<file path="config.mk">
export PLATFORM = sky130hd
export DESIGN_NAME = speed_command_line_parser
export DESIGN_NICKNAME = d
export VERILOG_FILES = /design/src/rtl/scl_pkg.sv /design/src/rtl/scl_parser.sv /design/src/rtl/scl_result_reg.sv /design/src/rtl/speed_command_line_parser.sv
export VERILOG_INCLUDE_DIRS = /design/src /design/src/rtl
export SDC_FILE = /design/constraint.sdc
export NUM_CORES = 1
export LEC_CHECK = 0
export ABC_AREA = 1
export BUFFER_PORTS_ARGS = -buffer_cell sky130_fd_sc_hd__buf_2
export CELL_PAD_IN_SITES_DETAIL_PLACEMENT = 1
export CELL_PAD_IN_SITES_GLOBAL_PLACEMENT = 1
export CORE_MARGIN = 2
export CORE_UTILIZATION = 30
export DETAILED_ROUTE_END_ITERATION = 7
export GPL_TIMING_DRIVEN = 0
export PLACE_DENSITY_LB_ADDON = 0.3
export SYNTH_ARGS = -nofsm -noshare
export SYNTH_HDL_FRONTEND = slang
export SYNTH_HIERARCHICAL = 1
export SYNTH_SLANG_ARGS = --single-unit
</file>
<file path="constraint.sdc">
create_clock -name clk -period 6.9 [get_ports clk]
set_input_delay 0 -clock clk [delete_from_list [all_inputs] [get_ports clk]]
set_output_delay 0 -clock clk [all_outputs]
set_load 0.01 [all_outputs]
</file>
<file path="src/rtl/speed_command_line_parser_macros.svh">
// ---------------------------------------------------------------------------
// Assertion macros for the speed command line parser
// ---------------------------------------------------------------------------
`ifndef SPEED_COMMAND_LINE_PARSER_MACROS_SVH
`define SPEED_COMMAND_LINE_PARSER_MACROS_SVH

// Same-cycle implication, sampled on clk, off while in reset
`define SCL_ASSERT_IMP(lbl, ante, cons) \
  lbl: assert property (@(posedge clk) disable iff (!rst_n) (ante) |-> (cons)) \
    else $error("scl assertion failed");

// Next-cycle implication, sampled on clk, off while in reset
`define SCL_ASSERT_NXT(lbl, ante, cons) \
  lbl: assert property (@(posedge clk) disable iff (!rst_n) (ante) |=> (cons)) \
    else $error("scl assertion failed");

`endif

</file>
<file path="src/rtl/scl_pkg.sv">
// ---------------------------------------------------------------------------
// scl_pkg
// Shared constants, types and the prefix table of the command line parser.
// ---------------------------------------------------------------------------
`timescale 1ns / 1ps

package scl_pkg;

  // Line buffer size; a line holds at most LINE_BUFFER_BYTES-1 bytes
  localparam int LINE_BUFFER_BYTES = 32;
  localparam int COUNT_W           = $clog2(LINE_BUFFER_BYTES);

  localparam int PREFIX_LEN = 7;
  localparam int PREFIX_W   = 3;

  localparam int SPEED_W = 32;
  // Product of a saturated magnitude and ten, plus a digit
  localparam int PROD_W  = SPEED_W + 4;

  // Character codes
  localparam logic [7:0] CH_AT    = 8'h40;
  localparam logic [7:0] CH_CR    = 8'h0D;
  localparam logic [7:0] CH_LF    = 8'h0A;
  localparam logic [7:0] CH_SPACE = 8'h20;
  localparam logic [7:0] CH_TAB   = 8'h09;
  localparam logic [7:0] CH_VT    = 8'h0B;
  localparam logic [7:0] CH_FF    = 8'h0C;
  localparam logic [7:0] CH_MINUS = 8'h2D;
  localparam logic [7:0] CH_PLUS  = 8'h2B;
  localparam logic [7:0] CH_ZERO  = 8'h30;
  localparam logic [7:0] CH_NINE  = 8'h39;

  // Saturation limits of the magnitude
  localparam logic [PROD_W-1:0] LIMIT_POS = PROD_W'(64'd2147483647);
  localparam logic [PROD_W-1:0] LIMIT_NEG = PROD_W'(64'd2147483648);

  // Matcher phases, one-hot
  typedef enum logic [5:0] {
    PH_PREFIX = 6'b000001,
    PH_SPACE  = 6'b000010,
    PH_SIGNED = 6'b000100,
    PH_DIGITS = 6'b001000,
    PH_DONE   = 6'b010000,
    PH_FAIL   = 6'b100000
  } phase_t;

  // One result item
  typedef struct packed {
    logic               command_ok;
    logic [SPEED_W-1:0] speed_value;
  } result_t;

  // Parser to result register
  typedef struct packed {
    logic    ends_line;
    result_t res;
  } parse_out_t;

  // "@speed%"
  function automatic logic [7:0] prefix_char(input logic [PREFIX_W-1:0] idx);
    logic [7:0] ch;
    unique case (idx)
      3'd0:    ch = 8'h40;
      3'd1:    ch = 8'h73;
      3'd2:    ch = 8'h70;
      3'd3:    ch = 8'h65;
      3'd4:    ch = 8'h65;
      3'd5:    ch = 8'h64;
      3'd6:    ch = 8'h25;
      default: ch = 8'h00;
    endcase
    return ch;
  endfunction

endpackage

</file>
<file path="src/rtl/scl_parser.sv">
// ---------------------------------------------------------------------------
// scl_parser
// Line state and the per-byte matcher: one byte is taken per step.
// ---------------------------------------------------------------------------
`timescale 1ns / 1ps
`include "speed_command_line_parser_macros.svh"

module scl_parser
  import scl_pkg::*;
(
  input  logic       clk,
  input  logic       rst_n,
  input  logic       step,
  input  logic [7:0] rx_byte,
  output parse_out_t parse_out
);

  logic [COUNT_W-1:0]  count_r, count_nxt;
  phase_t              phase_r, phase_nxt;
  logic [PREFIX_W-1:0] pos_r, pos_nxt;
  logic                neg_r, neg_nxt;
  logic                dig_r, dig_nxt;
  logic [SPEED_W-1:0]  acc_r, acc_nxt;

  logic               is_at, is_end, is_digit, is_blank;
  logic [PROD_W-1:0]  prod, limit;
  logic [SPEED_W-1:0] acc_dig;

  assign is_at    = (rx_byte == CH_AT);
  assign is_end   = (rx_byte == CH_CR) || (rx_byte == CH_LF);
  assign is_digit = (rx_byte >= CH_ZERO) && (rx_byte <= CH_NINE);
  assign is_blank = (rx_byte == CH_SPACE) || (rx_byte == CH_TAB) ||
                    (rx_byte == CH_VT) || (rx_byte == CH_FF);

  // acc*10 + digit, clamped to the sign's limit
  assign prod  = (PROD_W'(acc_r) << 3) + (PROD_W'(acc_r) << 1) + PROD_W'(rx_byte[3:0]);
  assign limit = neg_r ? LIMIT_NEG : LIMIT_POS;
  assign acc_dig = (prod > limit) ? limit[SPEED_W-1:0] : prod[SPEED_W-1:0];

  // Result of the current line
  always_comb begin
    parse_out.ends_line       = is_end;
    parse_out.res.command_ok  = dig_r;
    parse_out.res.speed_value = '0;
    if (dig_r) begin
      parse_out.res.speed_value = neg_r ? (SPEED_W'(0) - acc_r) : acc_r;
    end
  end

  // Next line state
  always_comb begin
    count_nxt = count_r;
    phase_nxt = phase_r;
    pos_nxt   = pos_r;
    neg_nxt   = neg_r;
    dig_nxt   = dig_r;
    acc_nxt   = acc_r;
    if (is_at) begin
      // restart; the '@' is the first prefix byte
      count_nxt = COUNT_W'(1);
      phase_nxt = PH_PREFIX;
      pos_nxt   = PREFIX_W'(1);
      neg_nxt   = 1'b0;
      dig_nxt   = 1'b0;
      acc_nxt   = '0;
    end else if (is_end) begin
      count_nxt = '0;
      phase_nxt = PH_PREFIX;
      pos_nxt   = '0;
      neg_nxt   = 1'b0;
      dig_nxt   = 1'b0;
      acc_nxt   = '0;
    end else if (count_r < COUNT_W'(LINE_BUFFER_BYTES - 1)) begin
      count_nxt = count_r + COUNT_W'(1);
      unique case (phase_r) inside
        PH_PREFIX: begin
          if ((pos_r < PREFIX_W'(PREFIX_LEN)) && (rx_byte == prefix_char(pos_r))) begin
            pos_nxt = pos_r + PREFIX_W'(1);
            if (pos_r == PREFIX_W'(PREFIX_LEN - 1)) begin
              phase_nxt = PH_SPACE;
            end
          end else begin
            phase_nxt = PH_FAIL;
          end
        end
        PH_SPACE: begin
          if (is_blank) begin
            phase_nxt = PH_SPACE;
          end else if (rx_byte == CH_MINUS) begin
            neg_nxt   = 1'b1;
            phase_nxt = PH_SIGNED;
          end else if (rx_byte == CH_PLUS) begin
            phase_nxt = PH_SIGNED;
          end else if (is_digit) begin
            acc_nxt   = acc_dig;
            dig_nxt   = 1'b1;
            phase_nxt = PH_DIGITS;
          end else begin
            phase_nxt = PH_FAIL;
          end
        end
        PH_SIGNED: begin
          if (is_digit) begin
            acc_nxt   = acc_dig;
            dig_nxt   = 1'b1;
            phase_nxt = PH_DIGITS;
          end else begin
            phase_nxt = PH_FAIL;
          end
        end
        PH_DIGITS: begin
          if (is_digit) begin
            acc_nxt = acc_dig;
            dig_nxt = 1'b1;
          end else begin
            phase_nxt = PH_DONE;
          end
        end
        PH_DONE, PH_FAIL: begin
          phase_nxt = phase_r;
        end
        default: begin
          phase_nxt = PH_FAIL;
        end
      endcase
    end
  end

  // Line state registers
  always_ff @(posedge clk) begin
    if (!rst_n) begin
      count_r <= '0;
      phase_r <= PH_PREFIX;
      pos_r   <= '0;
      neg_r   <= 1'b0;
      dig_r   <= 1'b0;
      acc_r   <= '0;
    end else if (step) begin
      count_r <= count_nxt;
      phase_r <= phase_nxt;
      pos_r   <= pos_nxt;
      neg_r   <= neg_nxt;
      dig_r   <= dig_nxt;
      acc_r   <= acc_nxt;
    end
  end

  // Checks
  `SCL_ASSERT_IMP(a_digit_phase, dig_r,
                  (phase_r == PH_DIGITS) || (phase_r == PH_DONE))
  `SCL_ASSERT_IMP(a_acc_limit, !neg_r, acc_r <= LIMIT_POS[SPEED_W-1:0])
  `SCL_ASSERT_IMP(a_prefix_pos, phase_r == PH_PREFIX, pos_r < PREFIX_W'(PREFIX_LEN))

endmodule

</file>
<file path="src/rtl/scl_result_reg.sv">
// ---------------------------------------------------------------------------
// scl_result_reg
// Output register of the result channel with valid/stall handshake.
// ---------------------------------------------------------------------------
`timescale 1ns / 1ps

module scl_result_reg
  import scl_pkg::*;
(
  input  logic               clk,
  input  logic               rst_n,
  input  logic               load,
  input  result_t            res,
  output logic               free,
  output logic               out_valid,
  input  logic               out_stall,
  output logic               out_command_ok,
  output logic [SPEED_W-1:0] out_speed_value
);

  logic    vld_r, vld_nxt;
  result_t res_r;

  // Room for a new item when empty or the held item leaves this cycle
  assign free = !vld_r || !out_stall;

  always_comb begin
    vld_nxt = vld_r;
    if (load) begin
      vld_nxt = 1'b1;
    end else if (!out_stall) begin
      vld_nxt = 1'b0;
    end
  end

  always_ff @(posedge clk) begin
    if (!rst_n) begin
      vld_r <= 1'b0;
    end else begin
      vld_r <= vld_nxt;
    end
  end

  always_ff @(posedge clk) begin
    if (load) begin
      res_r <= res;
    end
  end

  assign out_valid       = vld_r;
  assign out_command_ok  = res_r.command_ok;
  assign out_speed_value = res_r.speed_value;

endmodule

</file>
<file path="src/rtl/speed_command_line_parser.sv">
// ---------------------------------------------------------------------------
// speed_command_line_parser
// Gathers serial bytes into command lines and emits parsed speed commands.
// ---------------------------------------------------------------------------
// Usage:
//   Input channel (in_valid, in_stall, in_rx_byte) takes one received byte
//   per item. Result channel (out_valid, out_stall, out_command_ok,
//   out_speed_value) gives one item for each CR or LF byte, none otherwise.
//   Path: a line-end byte goes through the input register, then the result
//   register; its result is loaded as the byte leaves the input register.
//   Throughput: one byte per cycle while in_stall is low; the line state is
//   updated when the byte leaves the input register.
//   Stall: a full result register stalled by the receiver holds its item;
//   bytes that give no result keep flowing, and a line-end byte waits in the
//   input register, which then raises in_stall.
//   Reset (rst_n low, synchronous): both registers empty, line state
//   cleared to the start of prefix matching.
// ---------------------------------------------------------------------------
`timescale 1ns / 1ps
`include "speed_command_line_parser_macros.svh"

module speed_command_line_parser
  import scl_pkg::*;
(
  input  logic               clk,
  input  logic               rst_n,
  input  logic               in_valid,
  output logic               in_stall,
  input  logic [7:0]         in_rx_byte,
  output logic               out_valid,
  input  logic               out_stall,
  output logic               out_command_ok,
  output logic [SPEED_W-1:0] out_speed_value
);

  logic       in_vld_r, in_vld_nxt;
  logic [7:0] in_byte_r;
  logic       in_take, step_go, out_free;
  parse_out_t parse_out;

  // The held byte moves on unless it needs the result register and that is full and stalled
  assign step_go  = in_vld_r && (!parse_out.ends_line || out_free);
  assign in_stall = in_vld_r && !step_go;
  assign in_take  = in_valid && !in_stall;

  always_comb begin
    in_vld_nxt = in_vld_r;
    if (in_take) begin
      in_vld_nxt = 1'b1;
    end else if (step_go) begin
      in_vld_nxt = 1'b0;
    end
  end

  // Input register
  always_ff @(posedge clk) begin
    if (!rst_n) begin
      in_vld_r <= 1'b0;
    end else begin
      in_vld_r <= in_vld_nxt;
    end
  end

  always_ff @(posedge clk) begin
    if (in_take) begin
      in_byte_r <= in_rx_byte;
    end
  end

  scl_parser u_parser (
    .clk       (clk),
    .rst_n     (rst_n),
    .step      (step_go),
    .rx_byte   (in_byte_r),
    .parse_out (parse_out)
  );

  scl_result_reg u_result (
    .clk             (clk),
    .rst_n           (rst_n),
    .load            (step_go && parse_out.ends_line),
    .res             (parse_out.res),
    .free            (out_free),
    .out_valid       (out_valid),
    .out_stall       (out_stall),
    .out_command_ok  (out_command_ok),
    .out_speed_value (out_speed_value)
  );

  // Checks
  `SCL_ASSERT_IMP(a_stall_needs_item, in_stall, in_vld_r && parse_out.ends_line)
  `SCL_ASSERT_IMP(a_load_has_room, step_go && parse_out.ends_line, out_free)
  `SCL_ASSERT_IMP(a_bad_is_zero, out_valid && !out_command_ok, out_speed_value == '0)

endmodule
</file>
==> results of run 1 <==
==> Yosys cell counts (all sizes together), types with 4 or more instances <==
cell    instances
nand3         112
nor3           29
and3            6
xor2           19
nor4            6
edfxtp         41
a211oi          4
nand2         334
o21ai          47
nor2          109
dfxtp          50
inv           185
xnor2           8
o21bai          5
ha            101
clkbuf         13
a21oi         117
buf            15
nand4          17
==> worst paths after layout <==
kind | endpoint | cells past startpoint | from
setup / recovery | u_parser/acc_r[7] | 24 | in_byte_r[3]
hold reg to reg | u_parser/count_r[4] | 2 | u_parser/count_r[4]
hold / removal | in_byte_r[2] | 2 | in_rx_byte[2]
setup reg to reg | u_parser/acc_r[7] | 24 | in_byte_r[3]
==> routing by layer <==
layer  global-route usage  share of wire  vias up
li1                     -              -     4243
met1                0.261           0.50     3973
met2                0.313           0.46      112
met3               0.0191          0.023       22
met4               0.0360          0.014        0
met5                    0              0        -
==> metrics by stage <==
step	hold slack (ns)	area (µm²)	worst slack (ns)	power (mW)
final	0.363	9490	1.80	1.28
after floorplan	0.0989	8300	3.07	0.625
after global routing	0.365	9490	1.28	1.32
after detailed placement	0.179	8960	1.79	0.644
after CTS	0.354	9470	1.76	1.29
after global placement	0.177	8960	1.86	0.643
==> cell type report <==
| class | instances | area, µm² | area share |
|---|---|---|---|
| sequential | 91 | 2230 | 0.235 |
| buffer | 28 | 169 | 0.0178 |
| inverter | 187 | 702 | 0.0740 |
| multi-input combinational | 938 | 5200 | 0.548 |
| clock buffer | 11 | 233 | 0.0245 |
| clock inverter | 5 | 150 | 0.0158 |
| timing repair buffer | 60 | 380 | 0.0401 |
| tap | 341 | 427 | 0.0450 |
==> registers in the layout, indices dropped and copies added (netlist names) <==
register                  cells
u_parser/dig_r                1
in_vld_r                      1
u_result/out_command_ok       1
u_parser/pos_r                3
u_result/out_speed_value     32
u_parser/neg_r                1
u_parser/count_r              5
u_parser/acc_r               32
u_parser/phase_r              6
u_result/out_valid            1
in_byte_r                     8
==> logic make-up after synthesis <==
family / Yosys count / share of synthesized area
simple gates: 621 / 0.319
compound gates: 187 / 0.121
buf+inv: 215 / 0.105
xor+xnor: 27 / 0.0285
flops: 91 / 0.269
fa+ha+maj: 103 / 0.157
==> power by group through the flow <==
stage          Clock [mW]  Combinational [mW]  Sequential, mW
3_3_place_gp            0              0.0544           0.589
3_5_place_dp            0              0.0553           0.589
5_1_grt             0.668              0.0701           0.578
6_report            0.637              0.0611           0.577
2_1_floorplan           0              0.0386           0.586
4_1_cts             0.651              0.0612           0.577
==> results, run 1 <==
- Of the total power, the clock network draws 0.500.
- The post-detailed-placement half-perimeter wirelength is 21900 µm.
- Once layout is complete, the utilization of the core stands at 0.351.
- Sorting the synthesized cells by area gives the leading types as ha_1 (15%), nand2_1 (15%), edfxtp_1 (15%).
- Buffers placed on the I/O ports in this run total 46.
- Setup violations remaining at the end of the flow were counted as 0.
- The path class of the tightest hold or removal check is primary input to register.
- The floorplan has 60 rows.
- The cell with the largest stage delay on the worst path is fa_1.
- Across the routed clock network, the largest skew measured is 0.00911 ns.
- The number of antenna violations at the first check in global routing is 0.
- Buffers added to address setup during post-CTS repair amount to 0.
- The cell area after synthesis is 8300 µm².
- During synthesis, Yosys emitted a total of 6 warnings.
- After clock tree synthesis, the clock-pin slew on the worst setup and hold paths is 0.06 ns.
- Measured against its own limit, the worst slew margin works out to 0.475.
- The kind of launch point of the worst setup path is a register.
- In the finished design, the share of the clock period the worst path needs comes to 0.740.
- The later pin in the worst-skew pair is clocked with a latency of 0.34 ns.
- The maximum clock insertion buffer count is 2.
- Of the total power, combinational logic draws 0.048.
- The first detailed-routing pass ran for 5 iterations.
- The total count of hold-check failures in the final report is 0.
- The die is 170 µm wide.
- For the worst setup path, the data required time is 7.17 ns.
- The most frequent standard cell in the layout excluding fill and tap cells is nand2_1.
- Setup repair after global routing left no endpoint under its margin.
- The run finished with clean final reports.
- The area added between synthesis and finish is 14.4%.
- The internal power of the cells totals 1.02 mW.
- In this run the worst path has a maximum fanout of 10.
- The CTS buffer count is 9.
- For this design the total switching power over the nets is 0.257 mW.
- The slew at the pin closest to its max-slew limit is 0.779 ns.
- The number of nets handed over by synthesis was 1359.
- The cts-stage hold buffer count is 13.
- Counting flops and latches in the post-synthesis netlist gives 91.
- The cell chosen for the clock root is clkbuf_16.
- The first global-routing pass estimated 42900 µm of wire.
- The number of violations of the max-capacitance limit is 0.
- The most instantiated flip-flop cell in the synthesis netlist is dfxtp_1.
- The nature of the critical path endpoint is a register.
- The reported leakage power is 4.88 nW.
- Of the synthesized area, sequential elements account for 0.269.
- Once detail routing completed, the nets flagged for antenna violations numbered 0.
- The number of global-route vias before repair is 8226.
- TritonCTS built the clock tree.
- The number of flops mapped to enable cells by yosys is 41.
- The synthesized area per cell is 6.67 µm².
- The cell count after synthesis is 1244.
- After detailed routing, the total wire length is 26600 µm.
- The sequential cell fraction of total power is 0.452.
- Post-CTS repair changed the size of 0 cells.
- STA puts the critical path data arrival time at 5.37 ns.
- In the final timing run, aggregate negative setup slack is 0 ns.
- The clock sink count is 91.
- Dividing total power by cell area gives a power density of 134 nW/µm².
- For the finished layout, the period the worst path requires is 5.10 ns.
- Across every metal layer, demand over resource in global routing totals 0.187.
- The kind of cell adding the most delay to the critical path is simple AND/OR/NAND/NOR gates.
- The setup check on the worst reg-to-reg path leaves a slack of 1.80 ns.
- Entering global routing, the biggest net connects 35 pins.
- For this configuration, the core starts out at a cell density of 0.307.
- The total number of nets in the final design is 1430.
- The total congestion overflow is 0.
- The top achievable clock speed is 0.196 GHz.
- The fraction of synthesized cell area taken by the top area cell type is 0.152.
- The top-level I/O count is 47.
- The overall die area is 29000 µm².
- The worst setup path is of the register to register kind.
- Counting tap cells, the placed design contains a total of 1631 instances.
- In this design, the critical path's most frequently occurring cell is nand2_1.
- The remaining design rule violation count is 0.
- The congestion estimate from routability-driven global placement came to 0.854.
- The netlist uses 44 different library cells.
- The proportion of layout cells with a drive suffix above 1 is 0.0788.
- Together, buffers and inverters on the worst path number 2.
- The number of non-filler instances in the completed layout is 1661.
- The synthesized design spends more area on one cell type than any other, namely ha_1.
- The repair_antennas step left the layout with diodes totalling 0.
- Detailed routing inserted a total of 8350 vias.
- The die is 170 µm tall.
- The max-slew violation total from the final report is 0.
- The total area inside the core boundary comes to 27000 µm².
- The maximum resistive drop on vdd is 105 µV.
- Walking the worst path, the cells encountered are fa_1 -> ha_1 -> nand2_1 -> nand2_1 -> nand2_1 -> o21ai_0 -> nand3_1 -> nand2_1 -> nand4_1 -> nand2_1 -> nand2_1 -> nand2_1 -> inv_1 -> ha_1 -> nand2_1 -> nor2_1 -> nor4b_1 -> nand2_1 -> nand2_1 -> nand3_1 -> nand2_1 -> buf_2 -> nand3_1 -> a21oi_1.
- The stage delay of the slowest cell on the critical path is 0.57 ns.
- For this block, the initial DRC count from the detailed router was 423.
- The fraction of power spent switching nets is 0.201.
- The share of flip-flops with an asynchronous set or reset after synthesis is 0.
- The CTS H-tree depth is 3.
- The number of vias per cell after detailed routing is 5.03.
- In the final routed layout, each cell accounts on average for 16.0 µm.
- In the layout the commonest cells are nand2_1 (330), inv_1 (173), a21oi_1 (115).
- The count of fill cells added during filler insertion is 3507.
(Power assumes the default switching activity.)
==> inputs of run 2 (changes only) <==
==> constraint.sdc (replaced) <==
create_clock -name clk -period 5.17 [get_ports clk]
set_input_delay 0 -clock clk [delete_from_list [all_inputs] [get_ports clk]]
set_output_delay 0 -clock clk [all_outputs]
set_load 0.01 [all_outputs]
==> run 2 against run 1 <==
Global-route usage unchanged. Clock skew down 0.00066 ns. Utilization up 0.17 points. Count of clock-buffer cells in the layout unchanged. Cell count up 0.12%. Critical path depth down 1. Setup slack worse by 1.5 ns. Non-clock buffer count up 2. Largest power group unchanged. Wire length up 0.25%. Sequential power up 33%. Design area up 0.49%. Die area unchanged.
==> results, run 2 (same netlist as run 1, synthesis figures left out) <==
- The flow ran to the end, and the final reports show no timing, DRC or antenna violations.
- The post-detailed-route count of antenna-violating nets is 0.
- The slew at the pin closest to its max-slew limit is 0.774 ns.
- The period utilization is 0.934.
- The pin count of the biggest net entering global routing is 35.
- Among all stages on the critical path, the largest delay is contributed by fa_1.
- The highest signal layer in the routed design is met4.
- The count of input and output buffers is 46.
- The number of failing setup endpoints in the final timing report is 0.
- The analysis attributes to cell leakage a power of 4.90 nW.
- The number of non-filler instances in the completed layout is 1663.
- The max-slew violation total from the final report is 0.
- The DRC marker count from the first detailed-route iteration is 442.
- At the placement stage, the worst setup path has a slack of 0.0612 ns.
- After detailed routing, the wire length on met1 is 13300 µm.
- The clock sink count is 91.
- The area added between synthesis and finish is 14.9%.
- The clock insertion delay at the later pin of the skew report is 0.34 ns.
- The critical path is of the register to register type.
- The number of antenna violations at the first check in global routing was 0.
- The critical path arrival is 5.10 ns.
- The cell chosen for the clock root is clkbuf_16.
- Along the worst path, the maximum fanout reaches 10.
- The setup TNS is 0 ns.
- In this design, the stage delay of the slowest critical-path cell is 0.56 ns.
- Static timing analysis puts the maximum clock frequency at 0.207 GHz.
- The first-pass GRT wire length is 42900 µm.
- After detailed routing, the average wire length per cell comes to 16.0 µm.
- The clock tree from TritonCTS is built.
- The remaining design rule violation count is 0.
- The final layout contains 1432 nets.
- The clock slew at the register clock pins of the worst setup and hold paths is 0.06 ns.
- Summed over all layers, the global routing overflow is 0.
- STA puts the critical path data required time at 5.44 ns.
- Measured along the y axis, the die boundary spans 170 µm.
- The number of vias per cell after detailed routing is 5.01.
- STA classifies the critical path startpoint as a register.
- TritonCTS created 9 clock buffers.
- The first-pass iteration count of the detailed router is 5.
- The type of the worst min-delay path is primary input to register.
- The maximum resistive drop on vdd is 140 µV.
- The die span in x is 170 µm.
- The overall power of the completed layout is 1.70 mW.
- In this run the power density over the cells is 179 nW/µm².
- For this block, the routed nets add up to 26700 µm of wire.
- The total count of hold-check failures in the final report was 0.
- The minimum setup slack in the final design is 0.342 ns.
- The initial core utilization is 0.307.
- Summed over all nets, wire length on met2 after detailed routing comes to 12400 µm.
- Of the cells placed in the final design, the portion with a size suffix greater than 1 is 0.0877.
- The total via count after detailed routing is 8325.
- In the layout the commonest cells are nand2_1 (329), inv_1 (173), a21oi_1 (114).
- Summed over all nets, wire length on met3 after detailed routing comes to 609 µm.
- 47 I/O pins were placed.
- The library cell used most frequently in the layout, excluding fill and tap cells, is nand2_1.
- The weighted congestion at the end of routability-driven global placement is 0.854.
- The number of antenna cells inserted is 0.
- Measured against its own limit, the worst slew margin works out to 0.479.
- The placement row count is 60.
- The worst setup path is captured at a register.
- The CTS H-tree depth is 3.
- The signal on the critical path passes through fa_1 -> fa_1 -> nand2_1 -> nand3_1 -> nand2_1 -> nand2_1 -> nand2_1 -> nand2_1 -> nand2_1 -> nand3_1 -> nand2_1 -> inv_1 -> ha_1 -> nand2_1 -> nor2_1 -> nor4b_2 -> nand2_1 -> nand2_1 -> nand3_1 -> nand2_2 -> buf_2 -> nand3_1 -> a21oi_1.
- In the global route stage, overall resource usage came out at 0.187.
- The final clock skew is 0.00845 ns.
- The number of global-route vias before repair came to 8226.
- The most used cell along the critical path is nand2_1.
- The clock passes through at most 2 buffers.
- The final critical path time including I/O delays and setup is 4.83 ns.
- The tool flagged a number of max-cap violations equal to 0.
- Once placement completed, the tool counted placed cells totaling 1631.
- The floorplan step defined a core boundary enclosing 27000 µm².
- Once detailed placement completed, the half-perimeter wirelength came to 21900 µm.
- The die covers 29000 µm².
-- run 2: critical path: cells and delay by family (launching register included) --
| kind | cells | cell delay [ns] |
|---|---|---|
| buffers and inverters | 2 | 0.29 |
| adder cells (fa/ha/maj) | 3 | 1.33 |
| flip-flops | 1 | 0.47 |
| AND/OR/NAND/NOR | 17 | 2.53 |
| AO/OA/AOI/OAI | 1 | 0.14 |
-- run 2: layout make-up --
class	count	area [µm²]
multi-input cells	938	5220
fillers	3504	17500
inverters	187	702
plain buffers	28	173
clock buffers	11	233
clock inverters	5	150
repair buffers	62	395
well taps	341	427
flip-flops and latches	91	2240
-- run 2: metal layers --
layer | vias up | GRT usage
met3 | 21 | 0.0191
met5 | - | 0
li1 | 4245 | -
met2 | 96 | 0.313
met4 | 0 | 0.0360
met1 | 3963 | 0.261
-- run 2: worst paths after layout --
| path | from | to | slack, ns | cells after the start |
|---|---|---|---|---|
| max | in_byte_r[3] | u_parser/acc_r[19] | 0.34 | 23 |
| min | in_rx_byte[3] | in_byte_r[3] | 0.36 | 2 |
| max reg2reg | in_byte_r[3] | u_parser/acc_r[19] | 0.34 | 23 |
| min reg2reg | u_parser/count_r[2] | u_parser/count_r[2] | 0.47 | 2 |
-- run 2: per-stage QoR --
step | util | area [µm²] | hold slack (ns)
global route | 0.353 | 9540 | 0.365
CTS | 0.350 | 9470 | 0.354
floorplan | - | 8300 | 0.0989
detailed placement | 0.331 | 8960 | 0.179
finish | 0.353 | 9540 | 0.362
global placement | 0.331 | 8960 | 0.177
-- run 2: power by group --
group	internal, mW	switching, mW
clock network	0.571	0.278
registers	0.758	0.0118
logic	0.0319	0.0519
total	1.36	0.342
-- run 2: timing repair --
action                                 CTS  global route
setup buffers                            0             2
setup endpoints to repair                0            32
hold buffers                            13             0
endpoints found under the hold margin   14             0
resized for setup                        0            13
==> inputs of run 3 (changes only) <==
--- a/config.mk
+++ b/config.mk
@@ -14,7 +14,7 @@
 export CORE_UTILIZATION = 30
 export DETAILED_ROUTE_END_ITERATION = 7
 export GPL_TIMING_DRIVEN = 0
-export PLACE_DENSITY_LB_ADDON = 0.3
+export PLACE_DENSITY = 0.66
 export SYNTH_ARGS = -nofsm -noshare
 export SYNTH_HDL_FRONTEND = slang
 export SYNTH_HIERARCHICAL = 1
==> run 3 against run 2 <==
Global-route usage increased by 0.18 points. Maximum frequency increased by 1.2%. Largest power group is now registers. Combinational power about the same. Highest routed layer unchanged.
==> results, run 3 (same netlist as run 1, synthesis figures left out) <==
- The flow ran to the end, and the final reports show no timing, DRC or antenna violations.
- The relative contribution of the clock network to total power is 0.442.
- The cell chosen for the clock root is clkbuf_16.
- In this run the critical register-to-register path is captured at u_parser/acc_r[19].
- Headroom to the max-slew limit came out at 0.468.
- The height of the die is 170 µm.
- The area added between synthesis and finish is 14.0%.
- The number of violations of the max-capacitance limit is 0.
- Routability-driven placement finished with a final weighted congestion of 0.866.
- The critical path in this run is classified as register to register.
- The number of failing setup endpoints in the final timing report is 0.
- For this run, the top clock speed supported by timing is 0.210 GHz.
- The cell with the largest stage delay on the worst path is fa_1.
- The path with the worst hold slack has its endpoint at in_byte_r[4].
- The number of antenna violations at the first check in global routing came to 0.
- The sequential cell fraction of total power is 0.503.
- The wire-length estimate of the detail-placed layout is 21900 µm.
- For the worst-skew pair, the clock arrives at the later sink with an insertion delay of 0.35 ns.
- Setup repair after global routing left no endpoint under its margin.
- The power share of the combinational group is 0.055.
- The die covers 29000 µm².
- The maximum resistive drop on vdd is 131 µV.
- The worst hold path belongs to the class primary input to register.
- Of the cells placed in the final design, the portion with a size suffix greater than 1 is 0.0916.
- The power density over the cells is 162 nW/µm².
- The design draws 1.53 mW.
- The remaining design rule violation count is 0.
- The number of vias per cell after detailed routing is 4.96.
- The total via count after detailed routing is 8249.
- The critical path goes through fa_1 -> fa_1 -> nand2_1 -> nand3_1 -> nand2_1 -> nand2_1 -> nand2_1 -> nand2_1 -> nand2_1 -> nand3_1 -> nand2_1 -> inv_1 -> ha_1 -> nand2_1 -> nor2_2 -> nor4b_4 -> nand2_1 -> nand2_2 -> nand3_1 -> nand2_2 -> buf_2 -> nand3_1 -> a21oi_1.
- Grouping stages by cell kind, the critical path spends the most delay in simple AND/OR/NAND/NOR gates.
- The kind of launch point of the worst setup path is a register.
- The overall routing resource usage is 0.189.
- The routed wire length is 26700 µm.
- The stage delay of the slowest cell on the critical path is 0.57 ns.
- The first detailed-routing pass took 5 iterations.
- The net switching component of the power is 0.352 mW.
- The reported leakage power is 4.88 nW.
- The clock sink count is 91.
- The most frequent standard cell in the layout excluding fill and tap cells is nand2_1.
- The initialized floorplan defines 60 standard-cell rows.
- At the worst endpoint, the required time is 5.44 ns.
- The net count of the finished layout is 1431.
- The maximum clock insertion buffer count is 2.
- In this run the tool buffered the top-level ports with 46 buffer cells.
- The period utilization is 0.923.
- The setup TNS is 0 ns.
- In this run the count of I/O pins placed on the die edge is 47.
- The cell total after placement is 1631.
- The post-detailed-route count of antenna-violating nets is 0.
- The first-pass GRT wire length is 43100 µm.
- The total count of hold-check failures in the final report was 0.
- The total congestion overflow is 0.
- The critical path arrival is 5.04 ns.
- The pin count of the biggest net entering global routing is 35.
- The max-slew violation total from the final report was 0.
- Dividing the detail-routed wire length by the instance count gives 16.0 µm.
- The clock slew at the register clock pins of the worst setup and hold paths is 0.07 ns.
- The hold path startpoint is in_rx_byte[4].
- The number of non-filler instances in the completed layout is 1662.
- The number of cells on the worst reg-to-reg path is 23.
- 0 antenna diodes ended up in the layout.
- Of the total power, the share spent switching nets is 0.230.
- The clock tree from TritonCTS is built.
- The final critical path time including I/O delays and setup is 4.77 ns.
- The H-tree was split into 3 levels.
- The initial utilization of the core area, before any placement, comes to 0.307.
- The largest fanout on the critical path is 10.
- Leaving out fill and tap cells, the most frequent cells in the layout are nand2_1 (327), inv_1 (173), a21oi_1 (115).
- Clock skew on the completed layout was measured at 0.00845 ns.
- The number of stages on the worst hold path is 2.
- After the first detailed-routing iteration, the DRC count stood at 345.
- The setup slack of the worst register-to-register path is 0.40 ns.
- The slew at the pin closest to its max-slew limit is 0.798 ns.
- The CTS buffer count is 9.
- The number of global-route vias before repair is 8235.
- The origin of the critical flop-to-flop path is in_byte_r[3].
- By instance count, the cell type seen most on the critical path is nand2_1.
- The nature of the critical path endpoint is a register.
- The start point of the critical path is in_byte_r[3].
- Cell internal power was estimated by the tool at 1.18 mW.
- The critical path contains buffers and inverters numbering 2 combined.
- The die span in x is 170 µm.
- The core box area is 27000 µm².
-- run 3: cell types whose count changed in the layout (fill, tap and decap cells not counted), moves of 2 or more --
cell,change
nand2_1,-2
bufinv_16,-4
clkinv_2,+2
nor2_1,-2
clkbuf_1,-2
nor2_2,+2
nand2_2,+2
clkinv_4,+2
dfxtp_2,-2
dfxtp_1,+2
-- run 3: final cells by class --
cell class,instances,area [µm²]
Buffer,28,173
Clock buffer,10,239
Clock inverter,6,65.1
Fill cell,3509,17600
Inverter,187,702
Multi-Input combinational cell,938,5250
Sequential cell,91,2240
Tap cell,341,427
Timing Repair Buffer,61,375
-- run 3: metal layers --
metal	up-vias	wire, µm	track usage
li1	4240	-	-
met5	-	0	0
met1	3899	13200	0.259
met2	95	12600	0.324
met4	0	217	0.0264
met3	15	609	0.0230
-- run 3: worst max path at each step --
| stage | end | cells after the start |
|---|---|---|
| floorplan | u_parser/acc_r[0] | 25 |
| global placement | u_parser/acc_r[29] | 22 |
| detailed placement | u_parser/acc_r[29] | 22 |
| CTS | u_parser/acc_r[5] | 23 |
| global route | u_parser/acc_r[30] | 27 |
| finish | u_parser/acc_r[19] | 23 |
-- run 3: power by group through the flow --
stage / clock [mW] / combinational, mW / sequential, mW
after global routing: 0.718 / 0.0968 / 0.771
after floorplan: 0 / 0.0516 / 0.782
after global placement: 0 / 0.0727 / 0.785
final: 0.676 / 0.0835 / 0.770
after CTS: 0.690 / 0.0816 / 0.770
after detailed placement: 0 / 0.0740 / 0.786
-- run 3: worst reg2reg max path, stage by stage, from the launching register on --
cell	delay, ns
edfxtp_1	0.50
fa_1	0.57
fa_1	0.52
nand2_1	0.11
nand3_1	0.16
nand2_1	0.12
nand2_1	0.20
nand2_1	0.12
nand2_1	0.09
nand2_1	0.11
nand3_1	0.08
nand2_1	0.15
inv_1	0.07
ha_1	0.27
nand2_1	0.06
nor2_2	0.20
nor4b_4	0.27
nand2_1	0.15
nand2_2	0.16
nand3_1	0.17
nand2_2	0.16
buf_2	0.22
nand3_1	0.11
a21oi_1	0.13
-- run 3: metrics by stage --
stage,worst slack (ns),utilization,hold WS [ns],area (µm²)
after floorplan,1.34,-,0.0989,8300
after global placement,0.0965,0.331,0.177,8960
after detailed placement,0.0146,0.331,0.178,8960
after CTS,0.0144,0.348,0.346,9390
after global routing,0.0233,0.350,0.372,9470
final,0.398,0.350,0.356,9470
-- run 3: what timing repair did --
| item | 4_1_cts | 5_1_grt |
|---|---|---|
| setup buffers | 0 | 2 |
| gates resized for setup | 1 | 15 |
| hold buffers | 13 | 0 |
| setup endpoints to repair | 1 | 32 |
| endpoints found under the hold margin | 14 | 0 |
